File: config.mk
export PLATFORM = sky130hd
export DESIGN_NAME = lru_frame_replacer
export DESIGN_NICKNAME = d
export VERILOG_FILES = /design/src/sv/lfr_pkg.sv /design/src/sv/lfr_cell.sv /design/src/sv/lru_frame_replacer.sv
export SDC_FILE = /design/constraint.sdc
export NUM_CORES = 1
export LEC_CHECK = 0
export ABC_AREA = 1
export BUFFER_PORTS_ARGS = -buffer_cell sky130_fd_sc_hd__buf_4
export CAP_MARGIN = 10
export CORE_MARGIN = 5
export CORE_UTILIZATION = 55
export CTS_CLUSTER_DIAMETER = 40
export DETAILED_ROUTE_END_ITERATION = 6
export PLACE_DENSITY = 0.81
export SETUP_SLACK_MARGIN = 0.02
export SLEW_MARGIN = 20
export SYNTH_ARGS = -nofsm -noshare
export SYNTH_HDL_FRONTEND = slang
export SYNTH_SLANG_ARGS = --single-unit
File: constraint.sdc
create_clock -name clk -period 6.8 [get_ports clk]
set_input_delay 0 -clock clk [delete_from_list [all_inputs] [get_ports clk]]
set_output_delay 0 -clock clk [all_outputs]
set_load 0.01 [all_outputs]
File: src/sv/lfr_pkg.sv
// lfr_pkg: shared widths, operation codes and beat types of the lru frame replacer
// used by lfr_cell and lru_frame_replacer; no dependencies

package lfr_pkg;

  // field widths
  localparam int FUNC_W    = 2;
  localparam int FRAME_W   = 6;
  localparam int COUNT_W   = 7;
  localparam int CAP_W     = 7;

  // default list depth and capacity after reset
  localparam int MAX_FRAMES_DEF = 64;
  localparam logic [CAP_W-1:0] CAP_RESET = 7'd64;

  // operation codes
  localparam logic [FUNC_W-1:0] FUNC_VICTIM = 2'd0;
  localparam logic [FUNC_W-1:0] FUNC_PIN    = 2'd1;
  localparam logic [FUNC_W-1:0] FUNC_UNPIN  = 2'd2;

  // input beat
  typedef struct packed {
    logic [FUNC_W-1:0]  func;
    logic [FRAME_W-1:0] frame;
  } lfr_in_t;

  // result beat
  typedef struct packed {
    logic               victim_valid;
    logic [FRAME_W-1:0] victim_frame;
    logic [COUNT_W-1:0] count;
  } lfr_out_t;

  // broadcast control from the top level to every list cell
  typedef struct packed {
    logic               ins;        // append frame at first empty cell
    logic               pin;        // remove the cell holding frame
    logic               shift_all;  // drop the oldest entry
    logic [FRAME_W-1:0] frame;
  } lfr_ctl_t;

endpackage

File: src/sv/lfr_cell.sv
// lfr_cell: one slot of the ordered frame list, shifts toward the oldest end
// depends on lfr_pkg

module lfr_cell (
  input  logic                        clk,
  input  logic                        rst_n,
  input  lfr_pkg::lfr_ctl_t           ctl,
  input  logic                        prev_valid_i,  // older neighbor holds an entry
  input  logic                        shift_i,       // older neighbor shifts
  input  logic                        up_valid_i,    // newer neighbor view
  input  logic [lfr_pkg::FRAME_W-1:0] up_frame_i,
  output logic                        valid_o,
  output logic                        hit_o,
  output logic                        shift_o,
  output logic                        view_valid_o,
  output logic [lfr_pkg::FRAME_W-1:0] view_frame_o
);

  logic                        valid_r, valid_nxt;
  logic [lfr_pkg::FRAME_W-1:0] frame_r, frame_nxt;
  logic                        load_new;

  // local match and shift chain
  assign hit_o   = valid_r && (frame_r == ctl.frame);
  assign shift_o = shift_i | (ctl.pin & hit_o);

  // view after a possible append, handed to the older neighbor
  assign load_new     = ctl.ins && !valid_r && prev_valid_i;
  assign view_valid_o = valid_r | load_new;
  assign view_frame_o = load_new ? ctl.frame : frame_r;
  assign valid_o      = valid_r;

  // next slot content
  always_comb begin
    if (shift_o) begin
      valid_nxt = up_valid_i;
      frame_nxt = up_frame_i;
    end else begin
      valid_nxt = view_valid_o;
      frame_nxt = view_frame_o;
    end
  end

  always_ff @(posedge clk) begin
    if (!rst_n) begin
      valid_r <= 1'b0;
    end else begin
      valid_r <= valid_nxt;
    end
  end

  always_ff @(posedge clk) begin
    frame_r <= frame_nxt;
  end

endmodule

File: src/sv/lru_frame_replacer.sv
// lru_frame_replacer: least-recently-unpinned frame list as a row of shifting cells
// the result beat is registered at the edge that accepts its input beat
// throughput: one beat per cycle while the result beat is not stalled; the whole cell row updates at the same edge
// a stalled result beat holds off the input until it is taken
// reset: list emptied, count zero, capacity 64, no result pending, no clearing pass
// depends on lfr_pkg and lfr_cell

module lru_frame_replacer #(
  parameter int MAX_FRAMES = lfr_pkg::MAX_FRAMES_DEF
) (
  input  logic                      clk,
  input  logic                      rst_n,
  // input channel
  input  logic                      in_valid,
  output logic                      in_stall,
  input  lfr_pkg::lfr_in_t          in_data,
  // result channel
  output logic                      out_valid,
  input  logic                      out_stall,
  output lfr_pkg::lfr_out_t         out_data,
  // capacity register write
  input  logic                      cfg_valid,
  output logic                      cfg_ready,
  input  logic [lfr_pkg::CAP_W-1:0] cfg_capacity
);

  localparam int CNT_W = $clog2(MAX_FRAMES + 1);
  localparam int CMP_W = ((CNT_W > lfr_pkg::CAP_W) ? CNT_W : lfr_pkg::CAP_W) + 1;

  logic                        fire;
  logic [lfr_pkg::CAP_W-1:0]   capacity_r;
  logic [CNT_W-1:0]            count_r, count_nxt;
  logic                        out_valid_r;
  lfr_pkg::lfr_out_t           out_data_r, out_data_nxt;
  lfr_pkg::lfr_ctl_t           ctl;

  logic [MAX_FRAMES-1:0]       cell_valid;
  logic [MAX_FRAMES-1:0]       cell_hit;
  logic [MAX_FRAMES:0]         shift_chain;
  logic [MAX_FRAMES:0]         view_valid;
  logic [lfr_pkg::FRAME_W-1:0] view_frame [MAX_FRAMES+1];

  logic                        frame_ok, member, not_full, non_empty;
  logic                        is_victim, is_pin, is_unpin;
  logic                        do_victim, do_pin, do_ins, overflow;
  logic [CMP_W-1:0]            count_plus, cap_ext, count_ext;

  // handshakes
  assign fire      = in_valid && !in_stall;
  assign in_stall  = out_valid_r && out_stall;
  assign cfg_ready = 1'b1;
  assign out_valid = out_valid_r;
  assign out_data  = out_data_r;

  // decode
  assign frame_ok  = ({{(32-lfr_pkg::FRAME_W){1'b0}}, in_data.frame} < 32'(MAX_FRAMES));
  assign member    = |cell_hit;
  assign not_full  = (count_r < CNT_W'(MAX_FRAMES));
  assign non_empty = (count_r != '0);
  assign is_victim = (in_data.func == lfr_pkg::FUNC_VICTIM);
  assign is_pin    = (in_data.func == lfr_pkg::FUNC_PIN);
  assign is_unpin  = (in_data.func == lfr_pkg::FUNC_UNPIN);

  assign do_victim = fire && is_victim && non_empty;
  assign do_pin    = fire && is_pin && frame_ok && member;
  assign do_ins    = fire && is_unpin && frame_ok && !member && not_full;

  // overflow check after an append
  assign count_ext  = CMP_W'(count_r);
  assign count_plus = count_ext + CMP_W'(1);
  assign cap_ext    = CMP_W'(capacity_r);
  assign overflow   = (count_plus > cap_ext);

  // control broadcast to the cell row
  always_comb begin
    ctl.ins       = do_ins;
    ctl.pin       = do_pin;
    ctl.shift_all = do_victim || (do_ins && overflow);
    ctl.frame     = in_data.frame;
  end

  // cell row, slot 0 holds the oldest frame
  assign shift_chain[0]         = ctl.shift_all;
  assign view_valid[MAX_FRAMES] = 1'b0;
  assign view_frame[MAX_FRAMES] = '0;

  for (genvar i = 0; i < MAX_FRAMES; i++) begin : g_cell
    logic prev_valid;
    if (i == 0) begin : g_first
      assign prev_valid = 1'b1;
    end else begin : g_rest
      assign prev_valid = cell_valid[i-1];
    end

    lfr_cell u_cell (
      .clk          (clk),
      .rst_n        (rst_n),
      .ctl          (ctl),
      .prev_valid_i (prev_valid),
      .shift_i      (shift_chain[i]),
      .up_valid_i   (view_valid[i+1]),
      .up_frame_i   (view_frame[i+1]),
      .valid_o      (cell_valid[i]),
      .hit_o        (cell_hit[i]),
      .shift_o      (shift_chain[i+1]),
      .view_valid_o (view_valid[i]),
      .view_frame_o (view_frame[i])
    );
  end

  // count update
  always_comb begin
    count_nxt = count_r;
    if (do_victim || do_pin) begin
      count_nxt = count_r - CNT_W'(1);
    end else if (do_ins && !overflow) begin
      count_nxt = count_r + CNT_W'(1);
    end
  end

  // result beat
  always_comb begin
    logic [CMP_W-1:0] cnt_wide;
    cnt_wide = CMP_W'(count_nxt);
    out_data_nxt.victim_valid = do_victim;
    out_data_nxt.victim_frame = do_victim ? view_frame[0] : '0;
    out_data_nxt.count        = cnt_wide[lfr_pkg::COUNT_W-1:0];
  end

  // control registers
  always_ff @(posedge clk) begin
    if (!rst_n) begin
      capacity_r  <= lfr_pkg::CAP_RESET;
      count_r     <= '0;
      out_valid_r <= 1'b0;
    end else begin
      if (cfg_valid && cfg_ready) begin
        capacity_r <= cfg_capacity;
      end
      count_r <= count_nxt;
      if (fire) begin
        out_valid_r <= 1'b1;
      end else if (!out_stall) begin
        out_valid_r <= 1'b0;
      end
    end
  end

  // result payload
  always_ff @(posedge clk) begin
    if (fire) begin
      out_data_r <= out_data_nxt;
    end
  end

endmodule

==> impl_metrics.env <==
export IMPL_fp_coreArea_um2=53600
export IMPL_place_inst=5572
export IMPL_antenna_found_initial=0
export IMPL_insertedDiodeCount=0
export IMPL_cp_common_cell="nor2_4"
export IMPL_tightest_slew_ns=1.11
export IMPL_drt_iter0_drc=2985
export IMPL_place_area_um2=30500
export IMPL_portBuffers=35
export IMPL_hp_class="in -> reg"
export IMPL_async_flop_share=0
export IMPL_post_drt_wl_per_cell_um=15.5
export IMPL_hold_violations=0
export IMPL_drcViolationCount=5
export IMPL_yosys_area_top_type="dfxtp_1"
export IMPL_grt_usage=0.289
export IMPL_arrival_ns=7.00
export IMPL_crit_slowest_cell="dlygate4sd3_1"
export IMPL_syn_to_final_growth_pct=13.8
export IMPL_cts_sinks=477
export IMPL_crit_family="simple AND/OR/NAND/NOR gates"
export IMPL_drv_slew=0
export IMPL_synth_enable_flop_cells=14
export IMPL_skew_ns=0.0272
export IMPL_grt_pass1_wl_um=143000
export IMPL_peakVddDrop_uv=281
export IMPL_holdPathStages=5
export IMPL_required_ns=7.34
export IMPL_fp_row_count=85
export IMPL_grt_start_max_net_pins=78
export IMPL_totalWireLength_um=89200
export IMPL_power_density_nw_per_um2=419
export IMPL_grt_overflow_total=0
export IMPL_final_cell_area_um2=33800
export IMPL_ff2ff_path_depth=39
export IMPL_avgViaCountPerCell=5.44
export IMPL_min_period_over_period=0.950
export IMPL_syn_area_um2=29700
export IMPL_ctsRootBufferMaster="clkbuf_16"
export IMPL_finalSetupTns_ns=0
export IMPL_first_pass_iters=7
export IMPL_slowest_delay_ns=0.54
export IMPL_h_tree_depth=3
export IMPL_end_kind="register"
export IMPL_yosysUniqueCellTypes=49
export IMPL_vias=31343
export IMPL_synthTopCellsByArea="dfxtp_1 31%, nand2_1 25%, o21ai_0 11%, nor2_1 6.9%, inv_1 6.8%"
export IMPL_grt_pass1_vias=29028
export IMPL_cts_tree="yes"
export IMPL_finalSetupViolations=0
export IMPL_failed_checks="DRC"
export IMPL_worstSkewPairLatency_ns=0.64
export IMPL_max_clock_path_buffers=3
export IMPL_timing_fmax_mhz=155
export IMPL_path_depth=43
export IMPL_status="complete, but fails checks"
export IMPL_avgSynthCellArea_um2=5.94
export IMPL_dp_hpwl_um=59800
export IMPL_start_util=0.554
export IMPL_postRouteAntennaNets=0
export IMPL_chipWidth_um=242
export IMPL_drv_cap=0
export IMPL_worstSetupPathType="in -> reg"
export IMPL_drive_gt1_frac=0.0794
export IMPL_startpoint_type="input port"
export IMPL_synth_ff_type="dfxtp_1"
export IMPL_synth_seq_cells=477
export IMPL_ioPinCount=37
export IMPL_path_buf_inv=6
export IMPL_cp_max_fo=38
export IMPL_leakage_nw=15.8
export IMPL_synth_most_common_cell="nand2_1"
export IMPL_yosysWarnings=0
export IMPL_fp_dieH_um=242
export IMPL_fin_hold_ws_ns=0.0467
export IMPL_final_cell_count_no_fill=5759
export IMPL_fill_cells=4920
export IMPL_nets=5027
export IMPL_slew_headroom=0.254
export IMPL_syn_nets=5031
export IMPL_synth_cells=5001
export IMPL_power_w=0.0142
export IMPL_yosys_area_top_type_share=0.312
export IMPL_synth_common_cells="1,992 x nand2_1, 627 x o21ai_0, 543 x nor2_1, 534 x inv_1, 463 x dfxtp_1"
export IMPL_ys_seq_area_frac=0.326
export IMPL_die_area_um2=58700
export IMPL_clkSlewWorstSetupHoldPaths_ns=0.05
export IMPL_routabilityCongestion=0.911
export IMPL_layout_min_cycle_time_ns=6.46
export IMPL_cts_buffers=80
-- worst reg2reg max path: cells and delay by family (launching register included) --
family / cells / cell delay [ns]
adders and majority gates: 1 / 0.28
xor gates and xnor gates: 1 / 0.19
and+or+nand+nor: 33 / 4.95
DFF: 1 / 0.39
buffers and inverters: 3 / 0.30
AOI/OAI and AO/OA: 1 / 0.17
-- power by group --
group	switching [W]	internal [W]
clock	0.00158	0.00265
sequential	0.000774	0.00404
combinational	0.00319	0.00193
-- timing repair --
action,4_1_cts,5_1_grt
resized for setup,0,15
setup buffers,0,23
hold buffers,15,0
endpoints found under the hold margin,44,0
endpoints found under the setup margin,0,96
-- registers in the layout (all words and copies together), names as in the netlist --
name,flops
g_cell.u_cell.frame_r,384
out_data,14
count_r,7
g_cell.u_cell.valid_o,64
out_valid,1
capacity_r,7
-- per-stage QoR --
step,util,setup WS [ns]
detailed placement,0.568,0.103
global route,0.631,-0.0773
global placement,0.568,0.388
floorplan,-,1.29
finish,0.631,0.342
CTS,0.624,0.0373
-- worst paths after layout --
| path | from | to | slack (ns) |
|---|---|---|---|
| setup / recovery | in_data[4] | g_cell[63].u_cell.frame_r[0]$_SDFF_PP0_ | 0.34 |
| setup reg to reg | count_r[2]$_SDFF_PN0_ | g_cell[63].u_cell.frame_r[0]$_SDFF_PP0_ | 0.45 |
| hold / removal | in_data[1] | g_cell[63].u_cell.frame_r[1]$_SDFF_PP0_ | 0.05 |
| hold reg to reg | capacity_r[5]$_SDFFE_PN0P_ | capacity_r[5]$_SDFFE_PN0P_ | 0.47 |
-- final cells by class --
cell class | instances | area, µm² | share of cell area
multi-input combinational | 3756 | 17100 | 0.505
tap | 696 | 871 | 0.0258
sequential | 477 | 9690 | 0.287
timing repair buffer | 137 | 1290 | 0.0382
inverter | 545 | 2060 | 0.0610
clock buffer | 94 | 2140 | 0.0634
clock inverter | 54 | 686 | 0.0203
-- cells by family after synthesis --
logic type / synth area share
AND/OR/NAND/NOR: 0.369
AO/OA/AOI/OAI: 0.143
buffers and inverters: 0.105
flip-flops: 0.326
multiplexers: 0.0305
XOR/XNOR: 0.0224
adder cells (fa/ha/maj): 0.00421
other: 0.000126
-- layout by cell type, fill, tap and decap left out, types with 5 or more instances in the layout --
cell type | synthesis | routed
a211oi_1 | 5 | 5
a21oi_1 | 107 | 107
a31oi_1 | 13 | 13
buf_12 | 0 | 18
buf_4 | 26 | 102
bufinv_16 | 0 | 9
clkbuf_1 | 132 | 5
clkbuf_16 | 0 | 80
clkbuf_8 | 0 | 9
clkinv_2 | 0 | 17
clkinv_4 | 0 | 5
clkinv_8 | 0 | 5
clkinvlp_4 | 0 | 5
dfxtp_1 | 463 | 462
dlygate4sd3_1 | 0 | 15
edfxtp_1 | 14 | 14
ha_1 | 10 | 10
inv_1 | 534 | 534
inv_6 | 0 | 9
mux2_2 | 75 | 75
mux2i_1 | 6 | 6
nand2_1 | 1992 | 1989
nand3_1 | 73 | 73
nand3b_1 | 10 | 10
nand4_1 | 40 | 40
nand4_2 | 10 | 6
nand4_4 | 2 | 6
nor2_1 | 543 | 542
nor2_4 | 6 | 10
nor3_1 | 67 | 48
nor3_2 | 0 | 18
o21a_1 | 6 | 6
o21ai_0 | 627 | 627
o21ai_1 | 42 | 42
o22ai_1 | 9 | 9
xnor2_1 | 64 | 64
xor2_1 | 12 | 11
-- layer usage --
| layer | vias up | global-route usage | share of wire |
|---|---|---|---|
| met2 | 1382 | 0.480 | 0.46 |
| met1 | 13970 | 0.378 | 0.41 |
| li1 | 15699 | - | - |
| met4 | 0 | 0.116 | 0.042 |
| met5 | - | 0 | 0 |
| met3 | 292 | 0.0431 | 0.089 |
Note: power is estimated with default switching activity, not from simulation.
